File: config.mk
export PLATFORM = sky130hd
export DESIGN_NAME = bpra_word_unit
export DESIGN_NICKNAME = d
export VERILOG_FILES = /design/src/sv/bpra_pkg.sv /design/src/sv/bpra_word_unit.sv
export SDC_FILE = /design/constraint.sdc
export NUM_CORES = 1
export LEC_CHECK = 0
export BUFFER_PORTS_ARGS = -buffer_cell sky130_fd_sc_hd__buf_2
export CORE_UTILIZATION = 30
export DETAILED_ROUTE_END_ITERATION = 8
export PLACE_DENSITY = 0.6
export SLEW_MARGIN = 15
export SYNTH_ARGS = -nofsm -noshare
export SYNTH_HDL_FRONTEND = slang
export SYNTH_SLANG_ARGS = --single-unit
File: constraint.sdc
create_clock -name vclk -period 20.1
set_input_delay 2.01 -clock vclk [all_inputs]
set_output_delay 2.01 -clock vclk [all_outputs]
set_load 0.02 [all_outputs]
File: src/sv/bpra_pkg.sv
// Package: sizes, codes, state type and word-unit structs of the page run allocator.
`default_nettype none
package bpra_pkg;

    localparam int PAGE_TOTAL = 65536;
    localparam int WORD_BITS  = 64;
    localparam int DEPTH      = (PAGE_TOTAL + WORD_BITS - 1) / WORD_BITS;
    localparam int ADDR_W     = (DEPTH > 1) ? $clog2(DEPTH) : 1;
    localparam int BIT_W      = $clog2(WORD_BITS);
    localparam int PW         = $clog2(PAGE_TOTAL + 1);
    // page arithmetic width: start + count needs 18 bits
    localparam int W          = (PW > 18) ? PW : 18;
    localparam int FC_W       = (PW > 17) ? PW : 17;
    localparam int PC_W       = BIT_W + 1;
    localparam int CHUNK      = 8;
    localparam int CHUNKS     = WORD_BITS / CHUNK;
    localparam int CH_W       = (CHUNKS > 1) ? $clog2(CHUNKS) : 1;
    localparam int TAIL       = PAGE_TOTAL % WORD_BITS;
    localparam logic [WORD_BITS-1:0] ONES = {WORD_BITS{1'b1}};
    localparam logic [WORD_BITS-1:0] LAST_VALID =
        (TAIL == 0) ? ONES : (ONES >> (WORD_BITS - TAIL));

    typedef enum logic [1:0] {
        OP_ALLOC     = 2'd0,
        OP_FREE      = 2'd1,
        OP_RESERVE   = 2'd2,
        OP_UNRESERVE = 2'd3
    } t_op;

    typedef enum logic [2:0] {
        STS_OK        = 3'd0,
        STS_NO_RUN    = 3'd1,
        STS_RANGE     = 3'd2,
        STS_RESERVED  = 3'd3,
        STS_NOT_ALLOC = 3'd4,
        STS_EMPTY     = 3'd5
    } t_status;

    typedef enum logic [3:0] {
        S_CLEAR,
        S_IDLE,
        S_SCAN_RD,
        S_SCAN_EX,
        S_CHUNK,
        S_CHECK_RD,
        S_CHECK_EX,
        S_APPLY_RD,
        S_APPLY_EX,
        S_DONE
    } t_state;

    typedef struct packed {
        t_op                  op;
        logic [WORD_BITS-1:0] res;
        logic [WORD_BITS-1:0] alloc;
        logic [WORD_BITS-1:0] fword;
        logic [WORD_BITS-1:0] vmask;
        logic [WORD_BITS-1:0] mask;
        logic [CH_W-1:0]      chunk;
        logic [W-1:0]         base;
        logic [W-1:0]         run_len;
        logic [W-1:0]         run_start;
        logic [W-1:0]         count;
    } t_wu_in;

    typedef struct packed {
        logic [WORD_BITS-1:0] fword;
        logic                 all_free;
        logic                 none_free;
        logic                 w_found;
        logic [W-1:0]         w_len;
        logic [W-1:0]         w_start;
        logic [W-1:0]         w_end;
        logic                 c_found;
        logic [W-1:0]         c_len;
        logic [W-1:0]         c_start;
        logic [W-1:0]         c_end;
        logic                 bad_any;
        logic                 bad_res;
        logic [WORD_BITS-1:0] new_res;
        logic [WORD_BITS-1:0] new_alloc;
        logic [PC_W-1:0]      pc;
    } t_wu_out;

endpackage
`default_nettype wire

File: src/sv/bpra_word_unit.sv
// Shared word unit: run search, range checks and bitmap updates on one map word.
`default_nettype none
module bpra_word_unit (
    input  wire bpra_pkg::t_wu_in i_wu,
    output bpra_pkg::t_wu_out     o_wu
);
    logic [bpra_pkg::WORD_BITS-1:0] free_w;
    logic [bpra_pkg::WORD_BITS-1:0] bad;
    logic [bpra_pkg::WORD_BITS-1:0] low;
    logic [bpra_pkg::WORD_BITS-1:0] chg;
    logic [bpra_pkg::W-1:0]         wlen;
    logic [bpra_pkg::W-1:0]         wstart;
    logic [bpra_pkg::CHUNK-1:0]     byte_w;
    logic [bpra_pkg::W-1:0]         cofs;
    logic [bpra_pkg::W-1:0]         len;
    logic [bpra_pkg::W-1:0]         st;
    logic [bpra_pkg::W-1:0]         endp;
    logic                           found;

    // whole-word path
    always_comb begin
        free_w = ~i_wu.res & ~i_wu.alloc & i_wu.vmask;
        wstart = (i_wu.run_len == '0) ? i_wu.base : i_wu.run_start;
        wlen   = i_wu.run_len + bpra_pkg::W'(bpra_pkg::WORD_BITS);
    end

    // one chunk of pages of the held free word per pass
    always_comb begin
        byte_w = bpra_pkg::CHUNK'(i_wu.fword >> (bpra_pkg::BIT_W'(i_wu.chunk) *
                                                 bpra_pkg::BIT_W'(bpra_pkg::CHUNK)));
        cofs   = i_wu.base + bpra_pkg::W'(i_wu.chunk) * bpra_pkg::W'(bpra_pkg::CHUNK);
        len    = i_wu.run_len;
        st     = i_wu.run_start;
        endp   = '0;
        found  = 1'b0;
        for (int i = 0; i < bpra_pkg::CHUNK; i++) begin
            if (!found) begin
                if (byte_w[i]) begin
                    if (len == '0) begin
                        st = cofs + bpra_pkg::W'(i);
                    end
                    len = len + 1'b1;
                    if (len == i_wu.count) begin
                        found = 1'b1;
                        endp  = cofs + bpra_pkg::W'(i);
                    end
                end else begin
                    len = '0;
                end
            end
        end
    end

    always_comb begin
        bad = i_wu.mask & (i_wu.res | ~i_wu.alloc);
        low = bad & (~bad + 1'b1);
        chg = '0;
        o_wu.new_res   = i_wu.res;
        o_wu.new_alloc = i_wu.alloc;
        unique case (i_wu.op)
            bpra_pkg::OP_ALLOC: begin
                o_wu.new_alloc = i_wu.alloc | i_wu.mask;
            end
            bpra_pkg::OP_FREE: begin
                o_wu.new_alloc = i_wu.alloc & ~i_wu.mask;
            end
            bpra_pkg::OP_RESERVE: begin
                chg = i_wu.mask & ~i_wu.res & ~i_wu.alloc;
                o_wu.new_res = i_wu.res | i_wu.mask;
            end
            bpra_pkg::OP_UNRESERVE: begin
                chg = i_wu.mask & i_wu.res & ~i_wu.alloc;
                o_wu.new_res = i_wu.res & ~i_wu.mask;
            end
            default: ;
        endcase
        o_wu.pc        = bpra_pkg::PC_W'($countones(chg));
        o_wu.bad_any   = |bad;
        o_wu.bad_res   = |(low & i_wu.res);
        o_wu.fword     = free_w;
        o_wu.all_free  = (free_w == bpra_pkg::ONES);
        o_wu.none_free = (free_w == '0);
        o_wu.w_len     = wlen;
        o_wu.w_start   = wstart;
        o_wu.w_found   = (wlen >= i_wu.count);
        o_wu.w_end     = wstart + i_wu.count - 1'b1;
        o_wu.c_found   = found;
        o_wu.c_len     = len;
        o_wu.c_start   = st;
        o_wu.c_end     = endp;
    end
endmodule
`default_nettype wire

Word level (Yosys, flattened, before mapping)
Index checks and enable logic that the tools add are counted.
{ "word_totals": {"elab_cells": 215, "regBits": 0, "inputBits": 397, "output_inout_bits": 313} }
{ "classes": {"mux": 88, "magnitude_cmp": 1, "eq_ne": 12, "shifts": 1, "reduce_logical": 12, "bitwise_logic": 18, "addsub": 83} }
{ "op_table": {"columns": ["cell", "count"], "rows": [
  ["$mux W18", 62],
  ["$and A64 B64 Y64", 11],
  ["$pmux W64 S2", 3],
  ["$not A64 Y64", 4],
  ["$or A64 B64 Y64", 3],
  ["$add A18 B1 Y18 const B", 9],
  ["$eq A18 B18 Y1", 8],
  ["$logic_not A18 Y1", 8],
  ["$reduce_or A64 Y1", 2],
  ["$add A18 B3 Y18 const B", 4],
  ["$add A1 B1 Y2", 32],
  ["$add A64 B1 Y64 const B", 1],
  ["$eq A64 B64 Y1 const B", 1],
  ["$logic_not A64 Y1", 1],
  ["$shr A64 B6 Y8", 1],
  ["$add A2 B2 Y3", 16],
  ["$add A18 B2 Y18 const B", 2],
  ["$add A3 B3 Y4", 8],
  ["$mux W1", 23],
  ["$add A4 B4 Y5", 4],
  ["$add A18 B18 Y18", 1],
  ["$add A18 B6 Y18", 1],
  ["$add A18 B7 Y18 const B", 1],
  ["$ge A18 B18 Y1", 1],
  ["6 further kinds", 8]
]} }

Depth between registers and ports, before layout
Gate-level depths: netlist (run 1).
{ "depth": {"word_depth": 25, "ltp_mapped": 60, "mapped_depth_nobuf": 50} }

Worst setup path before layout (run 1)
No wires, ideal clock.
{ "synth_timing": {"kind": "input to output", "startpoint": "input i_wu[72] (netlist name)", "endpoint": "output o_wu[137] (netlist name)", "path_buffers": 10, "arrival_ps": 15286, "cell_stages": 59, "path_slack_ps": 2804, "required_ps": 18090, "path_cell_list": "buf_4 -> mux2_1 -> mux4_2 -> buf_4 -> clkbuf_1 -> buf_1 -> nand2_1 -> inv_1 -> ha_1 -> clkbuf_1 -> o21a_1 -> a31oi_1 -> o21ai_0 -> nand2_1 -> mux2_2 -> o32ai_1 -> nand4bb_4 -> o41a_1 -> [... 23 more ...] -> a2111oi_1 -> o21ai_1 -> or4_4 -> o31a_1 -> mux2_2 -> ha_1 -> nand2_1 -> a211oi_1 -> nand4_1 -> a22oi_1 -> or4b_1 -> xnor2_1 -> o2111a_1 -> nand4_2 -> nor4b_4 -> nand2_2 -> buf_6 -> a32oi_1"} }
{ "synth_rtl": {"columns": ["element", "line_no", "source"], "rows": [
  ["start: declaration", "bpra_word_unit.sv:4", "input wire bpra_pkg::t_wu_in i_wu,"],
  ["end: declaration", "bpra_word_unit.sv:5", "output bpra_pkg::t_wu_out o_wu"]
]} }

==> results.md, run 1 <==
* Switch Pwr at 0.000801 W
* Slew headroom at 6.51%
* Yosys warns at 0
* Final core occ at 36.1%
* CP max stage delay at around 1000 ps
* IO buf count at 710
* Cells after Synth at ~4.2k
* Slew @ Worst Pin at 1400 ps
* Most common cell on crit path: nor4_1
* Max cap viols at 0
* Number of global-route vias before repair at 36.5k
* DRT antenna net count at 0
* Crit path capture type: primary output
* CORE AREA at roughly 91000 µm²
* Crit path time final at just under 20000 ps
* Per-cell routed wire length at 30.1 µm
* Fin. max-slew vios at 0
* CTS resizes at 0
* Sequential share of power at 0%
* Largest family of logic cells by synthesized area: simple AND/OR/NAND/NOR gates
* Endpoints failing setup at 0
* Die height at 305 µm
* Unrepaired setup endpoints after global routing: false
* Yosys cell types at 135
* Worst Min Path Start: i_wu[272]
* Initial drt markers at 5203
* Largest net degree at the start of global routing at 71
* Crit-path max FO at 25
* Seq cells at 0
* CP arrival at 17390 ps
* Hold-fix buffers at CTS at 0
* Class of the worst hold path: input pin to primary output
* HPWL Detailed at 147000 µm
* Critical-path top delay cell: nor4_1
* Vias at approximately 39k
* Drt pass-1 iters at 8
* Synth Cell Area at between 20000 and 30000 µm²
* Gr ovfl total at 0
* Die width at 305 µm
* Syn avg cell area at approximately 6.5 µm²
* Area Overhead vs Synth at 18.5%
* # clk buffers at 0
* Final WS setup at 703 ps
* Final WL at ~180000 µm
* Min Hold Slack at 4360 ps
* Combinational power share at between 90% and 100%
* Sequential share of the synthesized area at 0%
* Setup bufs post-CTS at 0
* Final-report hold violation count at 0
* Int Pwr at 0.000375 W
* Setup Slack @ Placement at 913 ps
* Complex-gate fraction of the synthesized area at 32.5%
* Share of layout cells above drive strength 1 at 22.0%
* Period utilization at 96.5%
* Post-Synth XOR/XNOR Area at 12.2%
* Post-synthesis mux area share at 5.09%
* Die area at 93100 µm²
* Gr usage total at between 30% and 40%
* Switching share of power at 68.1%
* Initial antenna violation count at 25
* Critical path launch point type: input pin
* Fin nets at 5362
* Worst ir drop on vdd at 43.6 µV
* CP Class: input pin to primary output
* Synth Area in Simple Gates at 34.2%
* Synth Area in Adders at slightly above 8%
* Top Ports at just over 700
* Vias per std cell at about 6.5
* Pwr Density at 36.0 nW/µm²
* Status: complete, no violations
* Routability cong. at roughly 1.1
* First-pass GRT wire length at 257000 µm
* Worst setup path startpoint: i_wu[38]
* Syn Nets at 4776
* # DRC at 0
* Fmax at 51.6 MHz
* Share of total power in the clock network at 0%
* LEAKAGE at 13.5 nW
* Register Area at 0 µm²
* Site Rows at 110
* WP data required at 18090 ps
* Initial Util at 30.4%
* Final setup TNS at 0 ps
## path summary, 6_finish.rpt
check	to	slack, ps	depth (start not counted)
worst max-delay path	o_wu[144]	700	46
worst min-delay path	o_wu[254]	4360	3
## power groups by stage
stage | Clock [W] | Combinational, W | Sequential [W]
after floorplan | 0 | 0.000698 | 0
after global placement | 0 | 0.00114 | 0
after detailed placement | 0 | 0.00114 | 0
after CTS | 0 | 0.00115 | 0
after global routing | 0.0000000000467 | 0.00125 | 0
final | 0.0000000000510 | 0.00118 | 0
## layout by cell type (no fill, tap or decap), drive strengths merged, types with 54 or more instances in the layout
cell type  Yosys  layout
buf          101     842
nand2        447     447
o21ai        374     374
nor2         306     306
inv          270     270
a21oi        267     267
xnor2        211     211
nand3        147     147
nor3         143     143
xor2         136     136
nand4        123     123
nor4         116     116
ha            90      90
o31ai         89      89
or3           86      86
nor3b         72      72
mux2i         71      71
o211ai        70      70
nand2b        60      60
fa            56      56
o22ai         56      56
a31oi         54      54
## per-stage QoR
stage | power (W) | instance area, µm² | cells
after CTS | 0.00115 | 32500 | 5992
after global placement | 0.00114 | 32500 | 5992
after detailed placement | 0.00114 | 32500 | 5992
final | 0.00118 | 32700 | 6011
after floorplan | 0.000698 | 27600 | 4233
after global routing | 0.00125 | 32600 | 6000
## layout make-up
class	count	area [µm²]
diodes	18	45.0
fillers	9985	57900
inverters	275	1030
multi-input cells	3699	25500
well taps	1176	1470
repair buffers	843	4570
## cells by family after synthesis
| logic type | Yosys count |
|---|---|
| AND/OR/NAND/NOR | 1746 |
| AO/OA/AOI/OAI | 1333 |
| buffers and inverters | 534 |
| XOR/XNOR | 360 |
| adder cells (fa/ha/maj) | 146 |
| multiplexers | 114 |
## critical path, delay by kind of cell
kind                       cells  cell delay [ps]
buffers and inverters          5             1320
adders and majority gates      2              680
and+or+nand+nor               22             8210
xor gates and xnor gates       2              370
AOI/OAI and AO/OA             15             4730
## per-layer routing
layer | part of all wire [%] | vias up | global-route usage, % | wire length [µm]
met5 | 0.063 | - | 0 | 115
met4 | 8.9 | 16 | 27.5 | 16200
met3 | 10 | 644 | 8.57 | 18100
met2 | 45 | 2746 | 60.2 | 81700
met1 | 36 | 18544 | 42.1 | 65200
li1 | - | 17083 | - | -
## Yosys cell counts (60+ instances only)
cell | instances | area, µm²
inv_1 | 265 | 995
nor4_1 | 100 | 626
nor2_1 | 295 | 1110
nand2_1 | 443 | 1660
a21oi_1 | 262 | 1310
ha_1 | 90 | 1130
o21ai_0 | 340 | 1700
xnor2_1 | 209 | 1830
xor2_1 | 135 | 1180
nand4_1 | 119 | 744
nand2b_1 | 60 | 375
o211ai_1 | 65 | 488
o31ai_1 | 88 | 661
nor3_1 | 137 | 686
mux2i_1 | 68 | 681
or3_1 | 85 | 532
nand3_1 | 143 | 716
clkbuf_1 | 158 | 593
nor3b_1 | 69 | 518
(Power assumes the default switching activity.)
==> run 2, diff against run 1 <==
Settings changed: PLACE_DENSITY 0.6 to 0.62.
Clock period 20.1 ns to 17.04 ns, I/O delays scaled along.
==> run 2 against run 1 <==
Final area increased by 3.9%. Critical path depth increased by 6. Core utilization increased by 1.4 points. Global-route usage increased by 0.90 points. Hold slack got worse by 590 ps. Non-clock buffer count increased by 148. Worst setup slack got worse by 120 ps.
==> results.md, run 2 (synthesis results as in run 1) <==
* Initial Util at 30.4% (unchanged)
* Die width at 305 µm (unchanged)
* Routability cong. at 1.06 (-0.37%)
* Die height at 305 µm (unchanged)
* Max cap viols at 0 (unchanged)
* Switching share of power at 66.9% (-1.2 points)
* LEAKAGE at 14.2 nW (+5.7%)
* Final core occ at 37.4% (+1.4 points)
* Period utilization at 96.6%
* Seq cells at 0 (unchanged)
* Vias per std cell at 6.45 (-0.74%)
* First-pass GRT wire length at 263000 µm (+2.4%)
* Gr usage total at 37.9% (+0.90 points)
* Site Rows at 110 (unchanged)
* Most common cell on crit path: buf_4
* IO buf count at 710 (unchanged)
* Initial antenna violation count at 32 (+28%)
* Share of total power in the clock network at 0% (unchanged)
* Fin. max-slew vios at 0 (unchanged)
* Area Overhead vs Synth at 23.1%
* CORE AREA at 90600 µm² (unchanged)
* Final setup TNS at 0 ps (unchanged)
* Gr ovfl total at 0 (unchanged)
* Final WL at 187000 µm (+3.0%)
* Worst ir drop on vdd at 39.4 µV (-9.6%)
* Switch Pwr at 0.000954 W (+19%)
* Commonest non-fill, non-tap cell in the layout: buf_2
* Final-report hold violation count at 0 (unchanged)
* Largest net degree at the start of global routing at 125 (+76%)
* Per-cell routed wire length at 30.3 µm (+0.55%)
* Crit-path max FO at 15 (-40%)
* Die area at 93100 µm² (unchanged)
* Crit path capture type: primary output
* Drt pass-1 iters at 8 (unchanged)
* Vias at 39.7k (+1.7%)
* Final WS setup at 578 ps (-125 ps)
* Slew @ Worst Pin at 1310 ps (-85.8 ps)
* Fmax at 60.7 MHz
* Initial drt markers at 5214 (+0.21%)
* Slew headroom at 12.2% (+5.7 points)
* Min Hold Slack at 3770 ps (-593 ps)
* Fin area at 33900 µm² (+3.9%)
* CP Class: input pin to primary output
* WP data required at 15340 ps (-2750 ps)
* Sequential share of power at 0% (unchanged)
* Top Ports at 710 (unchanged)
* Fillers at 9988 (+0.030%)
* Combinational power share at 100.0% (about the same)
* Worst setup path startpoint: i_wu[40]
* DRT antenna net count at 0 (unchanged)
* CP max stage delay at 720 ps (-320 ps)
* Worst Min Path Start: i_wu[271]
* Status: complete, no violations
* Fin nets at 5511 (+2.8%)
* Critical path launch point type: input pin
* Hold-fix buffers at CTS at 0 (unchanged)
* # DRC at 0 (unchanged)
* Int Pwr at 0.000472 W (+26%)
* Register Area at 0 µm² (unchanged)
* Endpoints failing setup at 0 (unchanged)
* Commonest cells after routing, fill and taps aside: 707 x buf_2, 441 x nand2_1, 336 x o21ai_0, 294 x nor2_1, 281 x buf_4
* Number of global-route vias before repair at 36.6k (+0.45%)
* Crit path time final at 16460 ps
* Placed inst area at 33500 µm² (+3.1%)
* CP arrival at 14760 ps (-2630 ps)
* Share of layout cells above drive strength 1 at 24.7% (+2.8 points)
* Pwr Density at 42.0 nW/µm² (+17%)
* HPWL Detailed at 154000 µm (+4.2%)
* Class of the worst hold path: input pin to primary output
* Critical-path top delay cell: a2111oi_0
* # clk buffers at 0 (unchanged)
* Setup Slack @ Placement at -18.4 ps (-932 ps)
-- run 2: worst max-delay path, delay by kind of cell --
family,cells,cell delay (ps)
compound gates,19,4900
simple gates,18,5020
fa+ha+maj,3,680
buf+inv,9,1720
xor+xnor,2,480
mux,1,260
-- run 2: timing repair --
action	CTS	global route
cloned	0	1
setup buffers	0	15
endpoints found under the setup margin	1	55
pin swaps	0	8
resized for setup	1	45
-- run 2: metal layers --
| metal | GRT usage (%) | wire [µm] | share of wire, % |
|---|---|---|---|
| met2 | 61.9 | 83400 | 45 |
| met3 | 6.47 | 18400 | 9.8 |
| met1 | 44.7 | 67900 | 36 |
| met4 | 27.5 | 16900 | 9.0 |
| met5 | 0 | 96 | 0.051 |
-- run 2: cell type report --
class                      instances  area [µm²]  area share [%]
inverter                         275        1030            3.04
timing repair buffer             991        5690            16.8
tap                             1176        1470            4.34
multi-input combinational       3700       25700            75.7
antenna                           18        45.0           0.133
-- run 2: through the flow --
step | std cells | power, W
global route | 6155 | 0.00150
detailed placement | 6126 | 0.00138
global placement | 6126 | 0.00138
CTS | 6126 | 0.00138
floorplan | 4233 | 0.000823
finish | 6160 | 0.00143
-- run 2: power groups by stage --
stage               clock network, W  logic (W)  registers (W)
floorplan                          0   0.000823              0
global placement                   0    0.00138              0
detailed placement                 0    0.00138              0
CTS                                0    0.00138              0
global route          0.000000000102    0.00150              0
finish                0.000000000142    0.00143              0
-- run 2: path summary, 6_finish.rpt --
kind | endpoint | slack (ps) | cells after the start
worst min-delay path | o_wu[253] | 3770 | 3
worst max-delay path | o_wu[145] | 580 | 52
